`config.mk`:
```
export PLATFORM = sky130hd
export DESIGN_NAME = four_lane_word_hash
export DESIGN_NICKNAME = d
export VERILOG_FILES = /design/src/rtl/flwh_pkg.sv /design/src/rtl/flwh_mulmod.sv /design/src/rtl/four_lane_word_hash.sv
export VERILOG_INCLUDE_DIRS = /design/src /design/src/rtl
export SDC_FILE = /design/constraint.sdc
export NUM_CORES = 2
export LEC_CHECK = 0
export BUFFER_PORTS_ARGS = -buffer_cell sky130_fd_sc_hd__buf_4
export CORE_ASPECT_RATIO = 1.2
export CORE_UTILIZATION = 52
export CTS_BUF_LIST = sky130_fd_sc_hd__clkbuf_8
export CTS_CLUSTER_DIAMETER = 80
export CTS_CLUSTER_SIZE = 20
export DETAILED_ROUTE_END_ITERATION = 7
export GPL_TIMING_DRIVEN = 0
export PLACE_DENSITY = 0.77
export SLEW_MARGIN = 30
export SYNTH_ARGS = -nofsm -noshare
export SYNTH_HDL_FRONTEND = slang
export SYNTH_SLANG_ARGS = --single-unit
```
`constraint.sdc`:
```
create_clock -name clk -period 11.1 [get_ports clk]
set_clock_uncertainty 0.15 [all_clocks]
set_input_delay 2.22 -clock clk [delete_from_list [all_inputs] [get_ports clk]]
set_output_delay 2.22 -clock clk [all_outputs]
set_load 0.02 [all_outputs]
```
`src/rtl/four_lane_word_hash_defines.svh`:
```
// Assertion macros shared by the four-lane word hash RTL.
// Depends on nothing; modules that use them provide clk and arst_n.
`ifndef FOUR_LANE_WORD_HASH_DEFINES_SVH
`define FOUR_LANE_WORD_HASH_DEFINES_SVH

`ifndef SYNTHESIS
// property must hold at every clock edge out of reset
`define FLWH_ASSERT(lbl, prop) \
	lbl: assert property (@(posedge clk) disable iff (!arst_n) (prop)) \
		else $error("%m: assertion failed");
// expression must never be true out of reset
`define FLWH_NEVER(lbl, expr) \
	lbl: assert property (@(posedge clk) disable iff (!arst_n) !(expr)) \
		else $error("%m: forbidden condition seen");
`else
`define FLWH_ASSERT(lbl, prop)
`define FLWH_NEVER(lbl, expr)
`endif

`endif

```
`src/rtl/flwh_pkg.sv`:
```
// Shared types, constants and helper functions of the four-lane word hash.
// No dependencies; used by flwh_mulmod and four_lane_word_hash.
package flwh_pkg;

	localparam int unsigned WORD_W   = 64;
	localparam int unsigned HALF_W   = WORD_W / 2;
	localparam int unsigned CNT_W    = 4;
	localparam int unsigned CFG_IDX_W = 2;
	localparam int unsigned STEP_W   = 3;

	localparam logic [WORD_W-1:0] HASH_PRIME = 64'h6eed0e9da4d94a4f;
	localparam logic [CNT_W-1:0]  MAX_BYTES  = 4'd8;

	// configuration register indexes
	localparam logic [CFG_IDX_W-1:0] CFG_SEED_A = 2'd0;
	localparam logic [CFG_IDX_W-1:0] CFG_SEED_B = 2'd1;
	localparam logic [CFG_IDX_W-1:0] CFG_SEED_C = 2'd2;
	localparam logic [CFG_IDX_W-1:0] CFG_SEED_D = 2'd3;

	// sequencer states of the top level
	typedef enum logic [2:0] {
		ST_IDLE,
		ST_ABS_M1,
		ST_ABS_M2,
		ST_FIN_GO,
		ST_FIN_M1,
		ST_FIN_M2,
		ST_EMIT
	} state_t;

	// status of the shared modular multiplier
	typedef struct packed {
		logic busy;
		logic done;
	} mm_stat_t;

	// middle step of the diffusion: g ^ ((g >> 32) >> (g >> 60))
	function automatic logic [WORD_W-1:0] mix(input logic [WORD_W-1:0] g);
		logic [HALF_W-1:0] hi;
		hi = g[WORD_W-1:HALF_W] >> g[WORD_W-1:WORD_W-4];
		return g ^ {{HALF_W{1'b0}}, hi};
	endfunction

	// add modulo 2^64-1 with end-around carry; all ones stands for zero
	function automatic logic [WORD_W-1:0] eac_add(input logic [WORD_W-1:0] a,
			input logic [WORD_W-1:0] b);
		logic [WORD_W:0] s;
		s = {1'b0, a} + {1'b0, b};
		return s[WORD_W-1:0] + {{(WORD_W-1){1'b0}}, s[WORD_W]};
	endfunction

endpackage

```
`src/rtl/flwh_mulmod.sv`:
```
// Iterative multiplier: operand * HASH_PRIME mod 2^64-1 over one 32x32 multiplier.
// Depends on flwh_pkg and four_lane_word_hash_defines.svh.
`include "four_lane_word_hash_defines.svh"

module flwh_mulmod (
	input  logic                         clk,
	input  logic                         arst_n,
	input  logic                         start,
	input  logic [flwh_pkg::WORD_W-1:0]  operand,
	output flwh_pkg::mm_stat_t           stat,
	output logic [flwh_pkg::WORD_W-1:0]  result
);

	logic [flwh_pkg::WORD_W-1:0] op_q;
	logic [flwh_pkg::WORD_W-1:0] acc_q;
	logic [flwh_pkg::WORD_W-1:0] prod_q;
	logic                        rot_q;
	logic                        pv_q;
	logic                        running_q;
	logic                        done_q;
	logic [flwh_pkg::STEP_W-1:0] step_q;

	logic [flwh_pkg::HALF_W-1:0] a_half;
	logic [flwh_pkg::HALF_W-1:0] b_half;
	logic [flwh_pkg::WORD_W-1:0] term;
	logic                        last_step;

	// operand halves for the four partial products: ll, lh, hl, hh
	always_comb begin
		a_half    = step_q[1] ? op_q[flwh_pkg::WORD_W-1:flwh_pkg::HALF_W]
				: op_q[flwh_pkg::HALF_W-1:0];
		b_half    = step_q[0] ? flwh_pkg::HASH_PRIME[flwh_pkg::WORD_W-1:flwh_pkg::HALF_W]
				: flwh_pkg::HASH_PRIME[flwh_pkg::HALF_W-1:0];
		last_step = (step_q == flwh_pkg::STEP_W'(4));
		// a 2^32 weight is a rotate by 32 modulo 2^64-1; 2^64 weight is one
		term      = rot_q ? {prod_q[flwh_pkg::HALF_W-1:0],
				prod_q[flwh_pkg::WORD_W-1:flwh_pkg::HALF_W]} : prod_q;
	end

	// multiplier stage: one partial product per cycle
	always_ff @(posedge clk) begin
		if (running_q && !last_step) begin
			prod_q <= {{flwh_pkg::HALF_W{1'b0}}, a_half} * {{flwh_pkg::HALF_W{1'b0}}, b_half};
			rot_q  <= step_q[0] ^ step_q[1];
		end
		if (start) begin
			op_q <= operand;
		end
	end

	// accumulator modulo 2^64-1
	always_ff @(posedge clk) begin
		if (start) begin
			acc_q <= '0;
		end else if (pv_q) begin
			acc_q <= flwh_pkg::eac_add(acc_q, term);
		end
	end

	// step sequencer
	always_ff @(posedge clk or negedge arst_n) begin
		if (!arst_n) begin
			running_q <= 1'b0;
			done_q    <= 1'b0;
			pv_q      <= 1'b0;
			step_q    <= '0;
		end else if (start) begin
			running_q <= 1'b1;
			done_q    <= 1'b0;
			pv_q      <= 1'b0;
			step_q    <= '0;
		end else if (running_q) begin
			step_q    <= step_q + flwh_pkg::STEP_W'(1);
			pv_q      <= !last_step;
			running_q <= !last_step;
			done_q    <= last_step;
		end else begin
			done_q    <= 1'b0;
		end
	end

	// all ones is the second code for zero
	assign result    = (&acc_q) ? '0 : acc_q;
	assign stat.busy = running_q;
	assign stat.done = done_q;

	`FLWH_ASSERT(a_pv_in_run, pv_q |-> running_q)
	`FLWH_ASSERT(a_done_idle, done_q |-> !running_q)
	`FLWH_ASSERT(a_done_after_last, $rose(done_q) |-> $past(last_step))

endmodule

```
`src/rtl/four_lane_word_hash.sv`:
```
// Four-lane word hash, top level: lanes, length, sequencer and output register.
// Depends on flwh_pkg, flwh_mulmod and four_lane_word_hash_defines.svh.
//
// Usage: message words enter on the in channel (in_valid/in_ready) with
// data_word, byte_count and last_word; bytes above byte_count are ignored and
// counts above eight count as eight. A transaction with last_word set yields
// one hash_value on the out channel (out_valid/out_ready); others yield none.
// Each diffusion is two products modulo 2^64-1 through one shared 32x32
// multiplier, each product being four partial products and a final
// accumulate. A word with data is absorbed by one diffusion before in_ready
// returns; a last word adds the final diffusion before out_valid rises, and a
// last word with a byte count of zero goes to the final diffusion directly.
// The block takes one word at a time; in_ready is high only while idle.
// A result waiting in the output register does not block the next word; a
// further result waits inside the block while the receiver stalls.
// Reset clears the lanes and the length. cfg_we with cfg_index 0 to 3 writes a
// seed and loads its lane at once; write only while idle. State carries over
// from one message to the next.
`include "four_lane_word_hash_defines.svh"

module four_lane_word_hash (
	input  logic                            clk,
	input  logic                            arst_n,
	// input words
	input  logic                            in_valid,
	output logic                            in_ready,
	input  logic [flwh_pkg::WORD_W-1:0]     data_word,
	input  logic [flwh_pkg::CNT_W-1:0]      byte_count,
	input  logic                            last_word,
	// hash results
	output logic                            out_valid,
	input  logic                            out_ready,
	output logic [flwh_pkg::WORD_W-1:0]     hash_value,
	// seed writes
	input  logic                            cfg_we,
	input  logic [flwh_pkg::CFG_IDX_W-1:0]  cfg_index,
	input  logic [flwh_pkg::WORD_W-1:0]     cfg_data
);

	flwh_pkg::state_t state_q, state_d;

	logic [flwh_pkg::WORD_W-1:0] lane_a_q, lane_b_q, lane_c_q, lane_d_q;
	logic [flwh_pkg::WORD_W-1:0] len_q;
	logic [flwh_pkg::CNT_W-1:0]  cnt_q;
	logic                        last_q;
	logic                        out_valid_q;
	logic [flwh_pkg::WORD_W-1:0] hash_q;

	logic [flwh_pkg::CNT_W-1:0]  cnt_sat;
	logic [flwh_pkg::WORD_W-1:0] word_masked;
	logic                        accept;
	logic                        out_free;
	logic                        mm_start;
	logic [flwh_pkg::WORD_W-1:0] mm_operand;
	logic [flwh_pkg::WORD_W-1:0] mm_result;
	flwh_pkg::mm_stat_t          mm_stat;
	logic                        absorb_done;
	logic                        load_out;

	// byte count saturation and masking of unused bytes
	always_comb begin
		cnt_sat = (byte_count > flwh_pkg::MAX_BYTES) ? flwh_pkg::MAX_BYTES : byte_count;
		for (int i = 0; i < flwh_pkg::WORD_W / 8; i++) begin
			word_masked[i*8 +: 8] = (flwh_pkg::CNT_W'(i) < cnt_sat) ? data_word[i*8 +: 8]
					: 8'h00;
		end
	end

	assign in_ready = (state_q == flwh_pkg::ST_IDLE);
	assign accept   = in_valid && in_ready;
	assign out_free = !out_valid_q || out_ready;

	flwh_mulmod u_mulmod (
		.clk     (clk),
		.arst_n  (arst_n),
		.start   (mm_start),
		.operand (mm_operand),
		.stat    (mm_stat),
		.result  (mm_result)
	);

	// next state
	always_comb begin
		state_d = state_q;
		unique case (state_q)
			flwh_pkg::ST_IDLE: begin
				if (accept) begin
					if (cnt_sat != '0) begin
						state_d = flwh_pkg::ST_ABS_M1;
					end else if (last_word) begin
						state_d = flwh_pkg::ST_FIN_GO;
					end
				end
			end
			flwh_pkg::ST_ABS_M1: begin
				if (mm_stat.done) state_d = flwh_pkg::ST_ABS_M2;
			end
			flwh_pkg::ST_ABS_M2: begin
				if (mm_stat.done) state_d = last_q ? flwh_pkg::ST_FIN_GO : flwh_pkg::ST_IDLE;
			end
			flwh_pkg::ST_FIN_GO: begin
				state_d = flwh_pkg::ST_FIN_M1;
			end
			flwh_pkg::ST_FIN_M1: begin
				if (mm_stat.done) state_d = flwh_pkg::ST_FIN_M2;
			end
			flwh_pkg::ST_FIN_M2: begin
				if (mm_stat.done) state_d = out_free ? flwh_pkg::ST_IDLE : flwh_pkg::ST_EMIT;
			end
			flwh_pkg::ST_EMIT: begin
				if (out_free) state_d = flwh_pkg::ST_IDLE;
			end
			default: state_d = flwh_pkg::ST_IDLE;
		endcase
	end

	// sequencer outputs: multiplier requests and update strobes
	always_comb begin
		mm_start    = 1'b0;
		mm_operand  = flwh_pkg::mix(mm_result);
		absorb_done = 1'b0;
		load_out    = 1'b0;
		unique case (state_q)
			flwh_pkg::ST_IDLE: begin
				mm_start   = accept && (cnt_sat != '0);
				mm_operand = lane_a_q ^ word_masked;
			end
			flwh_pkg::ST_ABS_M1, flwh_pkg::ST_FIN_M1: begin
				mm_start = mm_stat.done;
			end
			flwh_pkg::ST_ABS_M2: begin
				absorb_done = mm_stat.done;
			end
			flwh_pkg::ST_FIN_GO: begin
				mm_start   = 1'b1;
				mm_operand = lane_a_q ^ lane_b_q ^ lane_c_q ^ lane_d_q ^ len_q;
			end
			flwh_pkg::ST_FIN_M2: begin
				load_out = mm_stat.done && out_free;
			end
			flwh_pkg::ST_EMIT: begin
				load_out = out_free;
			end
			default: begin
				mm_start = 1'b0;
			end
		endcase
	end

	// control registers
	always_ff @(posedge clk or negedge arst_n) begin
		if (!arst_n) begin
			state_q     <= flwh_pkg::ST_IDLE;
			out_valid_q <= 1'b0;
		end else begin
			state_q <= state_d;
			if (load_out) begin
				out_valid_q <= 1'b1;
			end else if (out_ready) begin
				out_valid_q <= 1'b0;
			end
		end
	end

	// transaction fields held while the word is processed, and the output hash register
	always_ff @(posedge clk) begin
		if (accept) begin
			cnt_q  <= cnt_sat;
			last_q <= last_word;
		end
		if (load_out) begin
			hash_q <= mm_result;
		end
	end

	// lanes and length; seed writes load the lanes directly
	always_ff @(posedge clk or negedge arst_n) begin
		if (!arst_n) begin
			lane_a_q <= '0;
			lane_b_q <= '0;
			lane_c_q <= '0;
			lane_d_q <= '0;
			len_q    <= '0;
		end else if (cfg_we) begin
			unique case (cfg_index)
				flwh_pkg::CFG_SEED_A: lane_a_q <= cfg_data;
				flwh_pkg::CFG_SEED_B: lane_b_q <= cfg_data;
				flwh_pkg::CFG_SEED_C: lane_c_q <= cfg_data;
				flwh_pkg::CFG_SEED_D: lane_d_q <= cfg_data;
				default: lane_a_q <= lane_a_q;
			endcase
		end else if (absorb_done) begin
			lane_a_q <= lane_b_q;
			lane_b_q <= lane_c_q;
			lane_c_q <= lane_d_q;
			lane_d_q <= mm_result;
			len_q    <= len_q + {{(flwh_pkg::WORD_W-flwh_pkg::CNT_W){1'b0}}, cnt_q};
		end
	end

	assign out_valid  = out_valid_q;
	assign hash_value = hash_q;

	`FLWH_NEVER(a_start_busy, mm_start && mm_stat.busy)
	`FLWH_ASSERT(a_idle_quiet, (state_q == flwh_pkg::ST_IDLE) |-> !mm_stat.busy)
	`FLWH_ASSERT(a_done_state, mm_stat.done |-> (state_q == flwh_pkg::ST_ABS_M1 ||
		state_q == flwh_pkg::ST_ABS_M2 || state_q == flwh_pkg::ST_FIN_M1 ||
		state_q == flwh_pkg::ST_FIN_M2))
	`FLWH_NEVER(a_load_full, load_out && out_valid_q && !out_ready)

endmodule
```
Word level (Yosys, flattened, before mapping)
Cells that the tools add are included.

Add/sub/neg operators: 4. Reductions and logical operators: 21. Mux-type cells: 50. Eq/ne operators: 21. Order comparisons: 9. Shift-type cells: 1. Multipliers: 1. Bitwise gates (word level): 8.

Operator list (number): $mux 64 (14); $xor 64x64->64 (5); $pmux 64 s2 (1); $add 64x64->65 (1); $add 64x1->64 (1); $add 64x4->64 (1); $mul 32x32->64 (1); $mux 32 (2); $mux 8 (8); $reduce_and 64->1 (1); $xor 64x32->64 (1); $mux 3 (11); $shr 32x4->32 (1); $pmux 3 s7 (1); $ne 2x1->1 const B (9); $lt 3x4->1 const A (4); $eq 3x3->1 const B (4); $reduce_and 2->1 (5); $mux 1 (9); $lt 1x4->1 const A (2); $lt 2x4->1 const A (2); $reduce_and 7->1 (1); $eq 3x2->1 const B (2); $reduce_bool 2->1 (3); 20 further kinds (25).

Register bits after elaboration: 592. Word-level logic and storage cells: 133.

Depth between registers and ports, before layout
Depth after elaboration: 6. Mapped depth: 34. Depth with buffers taken out: 32.

Cells and area by module
A second synthesis with hierarchy kept.

Cell total of the unflattened synthesis: 6366. Area, all modules: 61377.6 sq um.

Modules (own cells, without submodules): flwh_mulmod (times used 1, area an instance 38132.8 sq um, cells an instance 4061); four_lane_word_hash (times used 1, area an instance 23244.8 sq um, cells an instance 2305).

Least setup slack after synthesis
Ideal clock, no wire load.

Kind: reg-to-reg. Start point: register u_mulmod.step_q[1] (netlist name). End point: register u_mulmod.prod_q[46] (netlist name), data pin. Stages on the path, launching flop included: 31. Setup time: 0.259 ns. Clock period less this slack: 9.313 ns. Arrival time: 8.904 ns. Buffers on the path: 4. Path slack: 1.787 ns. Path through: dfrtp_1 > clkbuf_1 > clkbuf_1 > clkbuf_1 > mux2i_1 > inv_1 > nand2_1 > inv_1 > fa_1 > fa_1 > fa_1 > inv_1 > fa_1 > inv_1 > fa_1 > fa_1 > fa_1 > fa_1 > ha_1 > clkbuf_1 > a21o_1 > a21o_1 > a21o_1 > a32oi_1 > nand2_1 > a311o_1 > a21oi_1 > o41ai_1 > a311o_1 > a21oi_1 > xnor2_1.

Word-level cells in the longest chain between the ends: 2.

Ends and longest elaborated chain: from (decl) (line flwh_mulmod.sv:21) `logic [flwh_pkg::STEP_W-1:0] step_q;`; from (signal assigned) (line flwh_mulmod.sv:73) `step_q <= step_q + flwh_pkg::STEP_W'(1);`; $mux 32 (line flwh_mulmod.sv:30) `a_half = step_q[1] ? op_q[flwh_pkg::WORD_W-1:flwh_pkg::HALF_W]`; $mul 32x32->64 (line flwh_mulmod.sv:43) `prod_q <= {{flwh_pkg::HALF_W{1'b0}}, a_half} * {{flwh_pkg::HALF_W{1'b0}}, b_half};`; to (signal assigned) (line flwh_mulmod.sv:43); to (decl) (line flwh_mulmod.sv:16) `logic [flwh_pkg::WORD_W-1:0] prod_q;`.

Every way passes these cells. A chain may end at the register's enable or synchronous reset.

Worst setup path in the final report
Start point: register u_mulmod.step_q[0] (netlist name). End point: register u_mulmod.prod_q[56] (netlist name), data pin.

Word-level cells in the longest chain between the ends: 2.

Ends and longest elaborated chain: $mux 32 (line flwh_mulmod.sv:32) `b_half = step_q[0] ? flwh_pkg::HASH_PRIME[flwh_pkg::WORD_W-1:flwh_pkg::HALF_W]`; $mul 32x32->64 (line flwh_mulmod.sv:43).

Every way passes these cells.

==> run summary <==
Post-Syn Instances - 6282
Top-area cell type share of the netlist area - 0.199
Total Wirelength - 220 mm
# placed instances - 8046
Number of buffers on the longest clock path - 3
#FFs+latches synth - 592
Vias in the first global route - 50100
Syn_area_per_cell - 9.58 µm²
Final period util - 0.991
# H-tree levels - 2
Fin area - 0.0651 mm²
Synth area leader - fa_1
Fin cells - 8141
Highest Clock Rate - 90.9 MHz
Area growth, synth to finish - 8.28%
Gr usage total - 0.375
Pre-Repair DR Iteration Count - 7
TritonCTS clock tree - yes
Layout cells sized above 1 - 0.0731
Required @ worst endpoint - 11.38 ns
Routed vias/inst - 6.08
Most used cell, CP - fa_1
I/O Buffers - 204
Setup CP Type - register to register
Hold Fails Final Rpt - 0
Crit path time final - 11.00 ns
Max-slew violation count - 0
Number of enable flip-flop cells after synthesis - 198
Initial antenna violation count - 18
Avg WL per Cell - 27.0 µm
Top FF cell, synth - dfrtp_1
Post-Syn Area - 0.0602 mm²
Worst-margin pin slew - 1.18 ns
GPL Wtd Cong - 1.03
Initial core utilization - 0.525
DR iter-0 viols - 5234
Hold-fix buffers at CTS - 0
Rel. slew slack - 0.211
Die height - 375 µm
Floorplan row count - 136
Number of routed nets with antenna violations - 0
Total of max-cap violations - 0
HPWL Detailed - 180 mm
Core region area - 0.115 mm²
Outcome - completed
Root Buffer - clkbuf_8
Largest net degree at the start of global routing - 87
# DRC - 0
Max Fanout on Critical Path - 10
Hold Crit Class - register to register
Ports - 206
TritonCTS Sinks - 592
CP Launch Type - register
Synth cell types - 94
Synth warn - 0
Total number of vias - 49500
Slowest-stage cell, CP - clkbuf_1
Sequential fraction of the synthesis area - 0.257
Hold Slack - 0.357 ns
Total CTS buffers - 37
Worst-Skew Late Latency - 0.75 ns
Crit end category - register
FFs w/ async S/R, synth - 0.557
Global-route wire length before repair - 323 mm
Placed inst area - 0.0641 mm²
Total grt overflow - 0
Final design utilization - 0.568
Crit path largest cell delay - 0.92 ns
Final setup fails - 0
Clock-pin slew on the worst setup and hold paths - 0.14 ns
Worst EP arrival - 11.28 ns
# nets final - 7813
Synth top area cells - fa_1 (20%), dfrtp_1 (14%), ha_1 (10%)
Die Wd - 313 µm
Die area - 0.117 mm²
-- synth_stat cells, drive strengths merged (11+ instances only) --
cell,n
o211ai,16
nand3,83
mux4,17
o21ai,298
and2,48
a21oi,436
or3,26
fa,599
nor2b,33
nand2,465
and3,38
nand4,76
nand2b,36
ha,484
edfxtp,198
and4,23
mux2i,251
o21bai,13
a22oi,74
clkbuf,244
o21a,29
xor2,78
o31ai,16
nor2,472
a31oi,23
a211oi,61
nor3,51
or2,19
nor4,31
buf,36
inv,806
dfrtp,330
dfxtp,64
mux2,78
a311oi,15
xnor2,478
a21o,65
or4,11
-- worst max-delay path: cells and delay by family, from the launching register on --
kind	cells	cell delay [ns]
buffers and inverters	9	2.86
and+or+nand+nor	7	1.76
DFF	1	0.48
xor gates and xnor gates	1	0.49
AOI/OAI and AO/OA	4	0.78
adders and majority gates	9	4.18
-- stage by stage --
stage | setup WS [ns] | setup TNS [ns]
floorplan | 1.79 | 0
global placement | -1.02 | -12.78
detailed placement | -1.22 | -17.45
CTS | -0.0770 | -0.0770
global route | -0.00360 | -0.00360
finish | 0.101 | 0
-- flip-flops by register name, indices dropped and copies added, names as in the netlist --
name and flops:
state_q 3, u_mulmod.acc_q 64, u_mulmod.done_q 1, u_mulmod.prod_q 64
u_mulmod.step_q 3, lane_c_q 64, lane_d_q 64, u_mulmod.op_q 64
len_q 64, cnt_q 4, lane_b_q 64, u_mulmod.rot_q 1
u_mulmod.pv_q 1, last_q 1, u_mulmod.running_q 1, lane_a_q 64
hash_value 64, out_valid 1
-- timing repair --
action / CTS / global route
endpoints found under the setup margin: 32 / 17
setup buffers: 1 / 22
cloned: 0 / 0
gates resized for setup: 18 / 28
-- final timing paths --
path | endpoint | from | slack [ns] | depth (start not counted)
setup / recovery | u_mulmod.prod_q[56] | u_mulmod.step_q[0] | 0.10 | 30
hold / removal | len_q[63] | len_q[63] | 0.36 | 1
setup reg to reg | u_mulmod.prod_q[56] | u_mulmod.step_q[0] | 0.10 | 30
hold reg to reg | len_q[63] | len_q[63] | 0.36 | 1
max in group asynchronous | u_mulmod.running_q | arst_n | 8.48 | 3
min in group asynchronous | lane_b_q[39] | arst_n | 1.19 | 1
-- cells in the final DEF, fill, tap and decap left out, types with 76 or more instances in the layout --
cell      synthesis  layout
nor2_1          472     469
nand2_1         464     464
mux2_2           78      78
fa_1            599     599
xnor2_1         478     476
mux2i_1         251     231
dfrtp_1         330     330
inv_1           805     815
nand3_1          83      83
buf_4             0     226
clkbuf_1        244     239
nand4_1          76      76
edfxtp_1        198     198
o21ai_0         296     296
a21oi_1         436     436
ha_1            484     484
xor2_1           78      78
-- per-layer routing --
layer  GRT usage  wire length [µm]
met1       0.453             79400
met2       0.605            102000
met3      0.0698             19500
met4       0.266             19100
met5           0               161
-- area by class of cell --
class / count / area (µm²)
fill: 10300 / 49500
multi-input combinational: 4631 / 40900
sequential: 592 / 15500
inverter: 810 / 3080
timing repair buffer: 238 / 1980
tap: 1518 / 1900
buffer: 280 / 1090
clock buffer: 37 / 509
clock inverter: 29 / 175
antenna: 6 / 15.0
-- cell families (layout without fill, tap and decap cells) --
logic type,Yosys count,in the layout,synth area share
simple gates,1443,1443,0.111
mux,346,346,0.0627
buf+inv,1090,1394,0.0684
compound gates,1170,1170,0.119
flops,592,592,0.257
xor+xnor,556,556,0.0809
fa+ha+maj,1083,1083,0.300
other cells,2,39,0.000125
Power is left out: the tool's default activity adds up to more than one toggle a clock period on the data nets, which glitch-free logic cannot reach.
